**config.mk**
```make
export PLATFORM = sky130hd
export DESIGN_NAME = weighted_round_robin_queues
export DESIGN_NICKNAME = d
export VERILOG_FILES = /design/src/rtl/wrrq_pkg.sv /design/src/rtl/wrrq_ram.sv /design/src/rtl/wrrq_ctrl.sv /design/src/rtl/wrrq_dp.sv /design/src/rtl/weighted_round_robin_queues.sv
export SDC_FILE = /design/constraint.sdc
export NUM_CORES = 2
export LEC_CHECK = 0
export ABC_CLOCK_PERIOD_IN_PS = 7500
export BUFFER_PORTS_ARGS = -buffer_cell sky130_fd_sc_hd__buf_2
export CAP_MARGIN = 30
export CORE_ASPECT_RATIO = 0.8
export CORE_UTILIZATION = 45
export DETAILED_ROUTE_END_ITERATION = 16
export GPL_TIMING_DRIVEN = 0
export SLEW_MARGIN = 20
export SYNTH_ARGS = -nofsm -noshare
export SYNTH_HDL_FRONTEND = slang
export SYNTH_HIERARCHICAL = 1
export SYNTH_SLANG_ARGS = --single-unit
```
**constraint.sdc**
```tcl
create_clock -name i_clk -period 7.5 [get_ports i_clk]
set_input_delay 1.125 -clock i_clk [delete_from_list [all_inputs] [get_ports i_clk]]
set_output_delay 1.125 -clock i_clk [all_outputs]
set_load 0.02 [all_outputs]
```
**src/rtl/wrrq_pkg.sv**
```systemverilog
package wrrq_pkg;

    localparam int DEF_NUM_QUEUES  = 4;
    localparam int DEF_QUEUE_DEPTH = 16;
    localparam int DATA_WIDTH      = 16;
    localparam int WEIGHT_W        = 8;
    localparam int NUM_WEIGHT_REGS = 4;
    localparam int REQ_W           = 2;
    localparam int STATUS_W        = 2;
    localparam int QSEL_W          = 2;
    localparam int APB_AW          = 4;
    localparam int APB_DW          = 32;

    typedef logic [REQ_W-1:0]    t_req;
    typedef logic [STATUS_W-1:0] t_status;
    typedef logic [WEIGHT_W-1:0] t_weight;

    localparam t_req REQ_PUT  = 2'd0;
    localparam t_req REQ_TAKE = 2'd1;
    localparam t_req REQ_PEEK = 2'd2;

    localparam t_status ST_OK    = 2'd0;
    localparam t_status ST_EMPTY = 2'd1;
    localparam t_status ST_FULL  = 2'd2;

    localparam t_weight WEIGHT_RESET = 8'd1;

    typedef struct packed {
        logic capture;
        logic exec;
        logic load_out;
    } t_dp_cmd;

endpackage

```
**src/rtl/wrrq_ram.sv**
```systemverilog
module wrrq_ram #(
    parameter  int WIDTH = 16,
    parameter  int DEPTH = 64,
    localparam int AW    = (DEPTH > 1) ? $clog2(DEPTH) : 1
) (
    input  logic             i_clk,
    input  logic             i_we,
    input  logic [AW-1:0]    i_waddr,
    input  logic [WIDTH-1:0] i_wdata,
    input  logic             i_re,
    input  logic [AW-1:0]    i_raddr,
    output logic [WIDTH-1:0] o_rdata
);

    logic [WIDTH-1:0] r_mem [DEPTH];
    logic [WIDTH-1:0] r_rdata;

    always_ff @(posedge i_clk) begin
        if (i_we) begin
            r_mem[i_waddr] <= i_wdata;
        end
        if (i_re) begin
            r_rdata <= r_mem[i_raddr];
        end
    end

    assign o_rdata = r_rdata;

endmodule

```
**src/rtl/wrrq_ctrl.sv**
```systemverilog
module wrrq_ctrl (
    input  logic              i_clk,
    input  logic              i_rst_n,
    input  logic              i_in_valid,
    input  logic              i_out_ready,
    output logic              o_in_ready,
    output logic              o_out_valid,
    output wrrq_pkg::t_dp_cmd o_cmd
);
    import wrrq_pkg::*;

    localparam logic [1:0] S_IDLE = 2'd0;
    localparam logic [1:0] S_EXEC = 2'd1;
    localparam logic [1:0] S_DONE = 2'd2;

    logic [1:0] r_state;
    logic [1:0] n_state;
    logic       r_out_valid;
    logic       n_out_valid;
    logic       w_out_free;
    logic       w_accept;

    assign w_out_free = !r_out_valid || i_out_ready;
    assign o_in_ready = (r_state == S_IDLE) || ((r_state == S_DONE) && w_out_free);
    assign w_accept   = i_in_valid && o_in_ready;

    assign o_cmd.capture  = w_accept;
    assign o_cmd.exec     = (r_state == S_EXEC);
    assign o_cmd.load_out = (r_state == S_DONE) && w_out_free;

    always_comb begin
        n_state = r_state;
        unique case (r_state)
            S_IDLE: begin
                if (w_accept) begin
                    n_state = S_EXEC;
                end
            end
            S_EXEC: begin
                n_state = S_DONE;
            end
            S_DONE: begin
                if (w_out_free) begin
                    n_state = w_accept ? S_EXEC : S_IDLE;
                end
            end
            default: begin
                n_state = S_IDLE;
            end
        endcase
    end

    always_comb begin
        if (o_cmd.load_out) begin
            n_out_valid = 1'b1;
        end else if (i_out_ready) begin
            n_out_valid = 1'b0;
        end else begin
            n_out_valid = r_out_valid;
        end
    end

    always_ff @(posedge i_clk) begin
        if (!i_rst_n) begin
            r_state     <= S_IDLE;
            r_out_valid <= 1'b0;
        end else begin
            r_state     <= n_state;
            r_out_valid <= n_out_valid;
        end
    end

    assign o_out_valid = r_out_valid;

    a_exec_after_accept: assert property (@(posedge i_clk) disable iff (!i_rst_n)
        (r_state == S_EXEC) |-> $past(w_accept))
        else $error("exec without an accepted item");

    a_exec_to_done: assert property (@(posedge i_clk) disable iff (!i_rst_n)
        (r_state == S_EXEC) |=> (r_state == S_DONE))
        else $error("exec not followed by done");

    a_valid_from_done: assert property (@(posedge i_clk) disable iff (!i_rst_n)
        $rose(r_out_valid) |-> $past(r_state == S_DONE))
        else $error("result raised outside done");

endmodule

```
**src/rtl/wrrq_dp.sv**
```systemverilog
module wrrq_dp #(
    parameter int NUM_QUEUES  = 4,
    parameter int QUEUE_DEPTH = 16
) (
    input  logic                                           i_clk,
    input  logic                                           i_rst_n,
    input  wrrq_pkg::t_dp_cmd                              i_cmd,
    input  wrrq_pkg::t_req                                 i_req_type,
    input  logic [wrrq_pkg::DATA_WIDTH-1:0]                i_item_value,
    input  logic [wrrq_pkg::QSEL_W-1:0]                    i_queue_select,
    input  logic [NUM_QUEUES-1:0][wrrq_pkg::WEIGHT_W-1:0]  i_weights,
    output logic [wrrq_pkg::DATA_WIDTH-1:0]                o_out_value,
    output wrrq_pkg::t_status                              o_status,
    output logic [wrrq_pkg::QSEL_W-1:0]                    o_out_queue
);
    import wrrq_pkg::*;

    localparam int QW      = $clog2(NUM_QUEUES);
    localparam int PW      = $clog2(QUEUE_DEPTH);
    localparam int FW      = $clog2(QUEUE_DEPTH + 1);
    localparam int MDEPTH  = NUM_QUEUES * QUEUE_DEPTH;
    localparam int AW      = $clog2(MDEPTH);

    t_req                  r_req;
    logic [DATA_WIDTH-1:0] r_val;
    logic [QSEL_W-1:0]     r_sel;

    logic [PW-1:0]         r_head [NUM_QUEUES];
    logic [PW-1:0]         r_tail [NUM_QUEUES];
    logic [FW-1:0]         r_fill [NUM_QUEUES];
    logic [QW-1:0]         r_cur;
    t_weight               r_cnt;

    t_status               r_res_status;
    logic [QW-1:0]         r_res_queue;
    logic                  r_res_use_ram;

    logic [DATA_WIDTH-1:0] r_out_value;
    t_status               r_out_status;
    logic [QSEL_W-1:0]     r_out_queue;

    logic [NUM_QUEUES-1:0] w_elig;
    logic                  w_start_ok;
    logic                  w_found;
    logic [QW-1:0]         w_q;
    t_weight               w_cnt;
    t_weight               w_cnt_inc;
    logic [QW:0]           w_idx;
    logic [QW-1:0]         w_selq;
    logic                  w_sel_ok;
    logic                  w_put_ok;
    logic                  w_is_get;
    logic                  w_we;
    logic                  w_re;
    logic [AW-1:0]         w_waddr;
    logic [AW-1:0]         w_raddr;
    logic [DATA_WIDTH-1:0] w_rdata;

    function automatic logic [PW-1:0] f_wrap(input logic [PW-1:0] p);
        return (p == PW'(QUEUE_DEPTH - 1)) ? '0 : p + PW'(1);
    endfunction

    function automatic logic [QW-1:0] f_next_q(input logic [QW-1:0] q);
        return (q == QW'(NUM_QUEUES - 1)) ? '0 : q + QW'(1);
    endfunction

    function automatic logic [AW-1:0] f_addr(input logic [QW-1:0] q,
                                             input logic [PW-1:0] p);
        return AW'(AW'(q) * AW'(QUEUE_DEPTH)) + AW'(p);
    endfunction

    always_comb begin
        for (int q = 0; q < NUM_QUEUES; q++) begin
            w_elig[q] = (r_fill[q] != '0) && (i_weights[q] != '0);
        end
    end

    always_comb begin
        w_start_ok = (r_fill[r_cur] != '0) && (r_cnt < i_weights[r_cur]);
        w_found    = w_start_ok;
        w_q        = r_cur;
        w_cnt      = r_cnt;
        w_idx      = '0;
        if (!w_start_ok) begin
            for (int k = NUM_QUEUES; k >= 1; k--) begin
                w_idx = {1'b0, r_cur} + (QW + 1)'(k);
                if (w_idx >= (QW + 1)'(NUM_QUEUES)) begin
                    w_idx = w_idx - (QW + 1)'(NUM_QUEUES);
                end
                if (w_elig[w_idx[QW-1:0]]) begin
                    w_found = 1'b1;
                    w_q     = w_idx[QW-1:0];
                    w_cnt   = '0;
                end
            end
        end
    end

    assign w_cnt_inc = w_cnt + t_weight'(1);
    assign w_selq    = QW'(r_sel);
    assign w_sel_ok  = 32'(r_sel) < 32'(NUM_QUEUES);
    assign w_put_ok  = w_sel_ok && (r_fill[w_selq] != FW'(QUEUE_DEPTH));
    assign w_is_get  = (r_req == REQ_TAKE) || (r_req == REQ_PEEK);

    assign w_we    = i_cmd.exec && (r_req == REQ_PUT) && w_put_ok;
    assign w_re    = i_cmd.exec && w_is_get && w_found;
    assign w_waddr = f_addr(w_selq, r_tail[w_selq]);
    assign w_raddr = f_addr(w_q, r_head[w_q]);

    wrrq_ram #(
        .WIDTH (DATA_WIDTH),
        .DEPTH (MDEPTH)
    ) u_ram (
        .i_clk   (i_clk),
        .i_we    (w_we),
        .i_waddr (w_waddr),
        .i_wdata (r_val),
        .i_re    (w_re),
        .i_raddr (w_raddr),
        .o_rdata (w_rdata)
    );

    always_ff @(posedge i_clk) begin
        if (i_cmd.capture) begin
            r_req <= i_req_type;
            r_val <= i_item_value;
            r_sel <= i_queue_select;
        end
        if (i_cmd.exec) begin
            r_res_status  <= ST_OK;
            r_res_queue   <= '0;
            r_res_use_ram <= 1'b0;
            unique case (r_req)
                REQ_PUT: begin
                    if (!w_put_ok) begin
                        r_res_status <= ST_FULL;
                    end
                end
                REQ_TAKE, REQ_PEEK: begin
                    if (w_found) begin
                        r_res_queue   <= w_q;
                        r_res_use_ram <= 1'b1;
                    end else begin
                        r_res_status <= ST_EMPTY;
                    end
                end
                default: begin
                end
            endcase
        end
        if (i_cmd.load_out) begin
            r_out_value  <= r_res_use_ram ? w_rdata : '0;
            r_out_status <= r_res_status;
            r_out_queue  <= QSEL_W'(r_res_queue);
        end
    end

    always_ff @(posedge i_clk) begin
        if (!i_rst_n) begin
            for (int q = 0; q < NUM_QUEUES; q++) begin
                r_head[q] <= '0;
                r_tail[q] <= '0;
                r_fill[q] <= '0;
            end
            r_cur <= '0;
            r_cnt <= '0;
        end else if (i_cmd.exec) begin
            if (w_we) begin
                r_tail[w_selq] <= f_wrap(r_tail[w_selq]);
                r_fill[w_selq] <= r_fill[w_selq] + FW'(1);
            end
            if (w_re) begin
                r_cur <= w_q;
                r_cnt <= w_cnt;
                if (r_req == REQ_TAKE) begin
                    r_head[w_q] <= f_wrap(r_head[w_q]);
                    r_fill[w_q] <= r_fill[w_q] - FW'(1);
                    if (w_cnt_inc >= i_weights[w_q]) begin
                        r_cur <= f_next_q(w_q);
                        r_cnt <= '0;
                    end else begin
                        r_cnt <= w_cnt_inc;
                    end
                end
            end
        end
    end

    assign o_out_value = r_out_value;
    assign o_status    = r_out_status;
    assign o_out_queue = r_out_queue;

    a_take_nonempty: assert property (@(posedge i_clk) disable iff (!i_rst_n)
        (i_cmd.exec && (r_req == REQ_TAKE) && w_found) |-> (r_fill[w_q] != '0))
        else $error("take from an empty queue");

    a_fill_bound: assert property (@(posedge i_clk) disable iff (!i_rst_n)
        r_fill[r_cur] <= FW'(QUEUE_DEPTH))
        else $error("queue fill beyond depth");

    a_fresh_turn: assert property (@(posedge i_clk) disable iff (!i_rst_n)
        (i_cmd.exec && w_found && !w_start_ok) |-> (w_cnt == '0))
        else $error("new turn without a fresh count");

endmodule

```
**src/rtl/weighted_round_robin_queues.sv**
```systemverilog
// Channel   Direction  Handshake                  Payload
// in        input      i_in_valid / o_in_ready    i_req_type, i_item_value, i_queue_select
// out       output     o_out_valid / i_out_ready  o_out_value, o_status, o_out_queue
// config    input      APB psel/penable/pwrite    paddr, pwdata, prdata (weights, 4*i)
//
// Each item is accepted, then the queue search and the queue memory access run in EXEC,
// then the result loads into the output register in DONE, past the registered memory read.
// DONE may already accept the next item while the result loads, if the output is free.
// Reset is synchronous, active low; queue memory contents are not cleared.
// A stalled output holds the finished result and the next item may already be accepted.
module weighted_round_robin_queues #(
    parameter int NUM_QUEUES  = wrrq_pkg::DEF_NUM_QUEUES,
    parameter int QUEUE_DEPTH = wrrq_pkg::DEF_QUEUE_DEPTH
) (
    input  logic                            i_clk,
    input  logic                            i_rst_n,
    input  logic                            i_in_valid,
    output logic                            o_in_ready,
    input  wrrq_pkg::t_req                  i_req_type,
    input  logic [wrrq_pkg::DATA_WIDTH-1:0] i_item_value,
    input  logic [wrrq_pkg::QSEL_W-1:0]     i_queue_select,
    output logic                            o_out_valid,
    input  logic                            i_out_ready,
    output logic [wrrq_pkg::DATA_WIDTH-1:0] o_out_value,
    output wrrq_pkg::t_status               o_status,
    output logic [wrrq_pkg::QSEL_W-1:0]     o_out_queue,
    input  logic                            psel,
    input  logic                            penable,
    input  logic                            pwrite,
    input  logic [wrrq_pkg::APB_AW-1:0]     paddr,
    input  logic [wrrq_pkg::APB_DW-1:0]     pwdata,
    output logic [wrrq_pkg::APB_DW-1:0]     prdata,
    output logic                            pready
);
    import wrrq_pkg::*;

    localparam int RIW = $clog2(NUM_WEIGHT_REGS);

    t_weight                               r_weight [NUM_WEIGHT_REGS];
    logic [NUM_QUEUES-1:0][WEIGHT_W-1:0]   w_weights;
    logic [RIW-1:0]                        w_reg_idx;
    logic                                  w_wr;
    t_dp_cmd                               w_cmd;

    assign pready    = 1'b1;
    assign w_reg_idx = paddr[RIW+1:2];
    assign w_wr      = psel && penable && pwrite && pready;
    assign prdata    = APB_DW'(r_weight[w_reg_idx]);

    always_ff @(posedge i_clk) begin
        if (!i_rst_n) begin
            for (int i = 0; i < NUM_WEIGHT_REGS; i++) begin
                r_weight[i] <= WEIGHT_RESET;
            end
        end else if (w_wr && (32'(w_reg_idx) < 32'(NUM_QUEUES))) begin
            r_weight[w_reg_idx] <= pwdata[WEIGHT_W-1:0];
        end
    end

    always_comb begin
        for (int q = 0; q < NUM_QUEUES; q++) begin
            if (q < NUM_WEIGHT_REGS) begin
                w_weights[q] = r_weight[q];
            end else begin
                w_weights[q] = WEIGHT_RESET;
            end
        end
    end

    wrrq_ctrl u_ctrl (
        .i_clk       (i_clk),
        .i_rst_n     (i_rst_n),
        .i_in_valid  (i_in_valid),
        .i_out_ready (i_out_ready),
        .o_in_ready  (o_in_ready),
        .o_out_valid (o_out_valid),
        .o_cmd       (w_cmd)
    );

    wrrq_dp #(
        .NUM_QUEUES  (NUM_QUEUES),
        .QUEUE_DEPTH (QUEUE_DEPTH)
    ) u_dp (
        .i_clk          (i_clk),
        .i_rst_n        (i_rst_n),
        .i_cmd          (w_cmd),
        .i_req_type     (i_req_type),
        .i_item_value   (i_item_value),
        .i_queue_select (i_queue_select),
        .i_weights      (w_weights),
        .o_out_value    (o_out_value),
        .o_status       (o_status),
        .o_out_queue    (o_out_queue)
    );

endmodule
```
==> results.sh <==
export IMPL_max_freq_mhz=143.6
export IMPL_final_common_cell="edfxtp_1"
export IMPL_clock_sinks=1186
export IMPL_hold_path_depth=0
export IMPL_ys_flop_type="edfxtp_1"
export IMPL_worstMarginPinSlew_ps=1083
export IMPL_r2r_end="u_dp/u_ram/o_rdata[4]$_DFFE_PP_"
export IMPL_leakage_nw=18.02
export IMPL_swShare=0.2273
export IMPL_layout_min_cycle_time_ps=6963
export IMPL_r2r_cells=19
export IMPL_yosys_cell_types_count=82
export IMPL_period_share=0.9283
export IMPL_first_iter_violations=3035
export IMPL_clk_pin_slew_worst_paths_ps=60
export IMPL_area_delta_synth_final_pct=15.53
export IMPL_vias=25458
export IMPL_status="finished clean"
export IMPL_die_area_mm2=0.1084
export IMPL_port_buffer_count=66
export IMPL_antenna_found_initial=2
export IMPL_grt_pass1_vias=25324
export IMPL_cts_tree="yes"
export IMPL_antenna_cells=0
export IMPL_final_setup_tns_ps=0
export IMPL_htreeDepth=3
export IMPL_grt_first_pass_wirelength_um=177600
export IMPL_rsz0062_at_grt="no"
export IMPL_worst_path_max_fanout=18
export IMPL_cts_buffers=112
export IMPL_power_frac_comb=0.080
export IMPL_min_from="u_dp/r_res_queue[0]$_SDFFCE_PN0P_"
export IMPL_synthCells=2474
export IMPL_post_drt_via_cell_ratio=5.952
export IMPL_pwr_share_seq=0.522
export IMPL_final_cell_mix="1,169 x edfxtp_1, 256 x mux4_2, 112 x clkbuf_16"
export IMPL_gp_congestion=0.8877
export IMPL_finalWirelength_um=123900
export IMPL_drc_errors=0
export IMPL_p_sw_mw=3.215
export IMPL_avgSynthCellArea_um2=19.47
export IMPL_holdPathEnd="u_dp/o_out_queue[0]$_DFFE_PP_"
export IMPL_pwr_share_clk=0.398
export IMPL_timing_rr_start="u_dp/r_cur[1]$_SDFFE_PN0P_"
export IMPL_ctsLongestPathBuffers=3
export IMPL_cts_root_buf="clkbuf_16"
export IMPL_grt_max_degree=31
export IMPL_syn_cell_area_mm2=0.04816
export IMPL_die_y_um=294.6
export IMPL_r2r_slack_ps=540
export IMPL_finalCoreUtilization=0.5284
export IMPL_peakVddDrop_uv=206.7
export IMPL_required_ps=7900
export IMPL_startpoint_type="flip-flop"
export IMPL_slew_headroom=0.2743
export IMPL_powerDensity_mw_per_mm2=254.2
export IMPL_grt_overflow=0
export IMPL_whs_ps=427.0
export IMPL_synth_edff_count=1169
export IMPL_wl_per_cell_um=28.98
export IMPL_ys_seq_elements=1186
export IMPL_maxCapViolations=0
export IMPL_gr_usage_all_layers=0.2298
export IMPL_hold_viol=0
export IMPL_fin_nets=2867
export IMPL_clock_skew_ps=20.91
export IMPL_initial_utilization=0.4574
export IMPL_seq_area_frac_synth=0.7359
export IMPL_num_rows=106
export IMPL_hpwlAfterDp_um=88670
export IMPL_path_class="flip-flop to flip-flop"
export IMPL_arrival_ps=7370
export IMPL_hold_class="flip-flop to flip-flop"
export IMPL_drt_first_pass_iters=5
export IMPL_cts_hold_buf=0
export IMPL_async_reset_ff_frac=0
export IMPL_ant_nets=0
export IMPL_p_int_mw=10.93
export IMPL_clkLatencyLatePin_ps=720
export IMPL_pin_count=118
export IMPL_yosysWarningCount=6
export IMPL_drive_gt1_frac=0.2931
export IMPL_die_w_um=367.8
export IMPL_setup_violations=0
export IMPL_worst_setup_path_end_kind="flip-flop"
export IMPL_core_mm2=0.1053
export IMPL_final_max_slew_violation_count=0
[worst max-delay path, stage by stage (launching register included)]
cell and delay (ps):
dfxtp_1 300, buf_4 280, mux4_2 550, inv_1 70
ha_1 240, a21oi_1 150, o21ai_0 270, a311oi_1 430
nand2_2 260, nand3_2 180, mux2i_4 400, mux4_2 360
buf_2 290, buf_2 370, buf_2 440, buf_2 420
mux2i_1 560, nand3_1 150, a31oi_1 790, a311oi_1 100
[flip-flops by register name (all words and copies together) (netlist names), 8 cells and up, named ones only]
| name | cells |
|---|---|
| r_weight | 32 |
| u_dp/u_ram/r_mem | 1024 |
| u_dp/r_val | 16 |
| u_dp/r_cnt | 8 |
| u_dp/o_out_value | 16 |
| u_dp/r_head | 16 |
| u_dp/r_tail | 16 |
| u_dp/u_ram/o_rdata | 16 |
| u_dp/r_fill | 20 |
[stage by stage]
stage	std cells	power [mW]	cell area, µm²	setup WS [ps]
after floorplan	2497	8.187	48250	1693
after global placement	3967	8.586	50340	65.32
after detailed placement	4070	8.646	52000	45.17
after CTS	4277	14.23	55640	31.79
after global routing	4277	14.54	55650	352.9
final	4277	14.14	55650	537.5
[cells in the mapped netlist, types with 34 or more instances]
cell type,count,share of area
mux4_2,256,0.12
nor2b_1,39,0.0051
mux2_2,34,0.0079
inv_1,43,0.0034
buf_2,43,0.0045
nor2_1,139,0.011
nand3_1,40,0.0042
edfxtp_1,1169,0.73
a21oi_1,36,0.0037
nand2_1,96,0.0075
mux2i_1,94,0.020
buf_4,45,0.0070
a22oi_1,45,0.0070
[metal layers]
metal	vias up	routed length (µm)	GRT usage
met5	-	0	0
met4	0	2871	0.06052
met3	164	11520	0.05329
met2	1168	55710	0.3429
met1	13445	53820	0.3404
li1	10681	-	-
[logic make-up (layout without fill, tap and decap cells)]
group	Yosys count	count (layout)	synth area share
AOI/OAI and AO/OA	204	204	0.03097
xor gates and xnor gates	14	14	0.002546
adders and majority gates	24	24	0.006235
buffers and inverters	202	578	0.02600
DFF	1186	1186	0.7359
muxes	392	392	0.1511
other	2	25	0.0001559
and+or+nand+nor	450	450	0.04710
[power by group through the flow]
| stage | clock network (mW) | logic (mW) | registers, mW |
|---|---|---|---|
| floorplan | 0 | 0.645 | 7.54 |
| CTS | 5.72 | 1.12 | 7.38 |
| finish | 5.63 | 1.13 | 7.38 |
| global route | 5.96 | 1.19 | 7.39 |
| global placement | 0 | 0.977 | 7.61 |
| detailed placement | 0 | 1.12 | 7.53 |
[how the worst max path moves through the flow]
stage,start,end,cells after the start
3_3_place_gp,u_dp/r_cur[1]$_SDFFE_PN0P_,u_dp/u_ram/o_rdata[15]$_DFFE_PP_,19
4_1_cts,u_dp/r_cur[1]$_SDFFE_PN0P_,u_dp/u_ram/o_rdata[4]$_DFFE_PP_,20
6_report,u_dp/r_cur[1]$_SDFFE_PN0P_,u_dp/u_ram/o_rdata[4]$_DFFE_PP_,19
5_1_grt,u_dp/r_cur[1]$_SDFFE_PN0P_,u_dp/u_ram/o_rdata[4]$_DFFE_PP_,19
3_5_place_dp,u_dp/r_cur[1]$_SDFFE_PN0P_,u_dp/u_ram/o_rdata[4]$_DFFE_PP_,20
2_1_floorplan,u_dp/r_cur[1]$_SDFFE_PN0P_,flip-flop,25
[layout make-up]
type	instances	area, µm²
Inverter	45	168.9
Tap cell	1404	1757
Clock inverter	75	716.9
Timing Repair Buffer	170	1795
Fill cell	8277	49660
Multi-Input combinational cell	1109	11760
Clock buffer	132	2918
Sequential cell	1186	35440
Buffer	156	1087
[timing repair]
action | 4_1_cts | 5_1_grt
setup buffers | 0 | 0
gates resized for setup | 0 | 1
setup endpoints to repair | 0 | 19
Note: power is estimated with default switching activity, not from simulation.
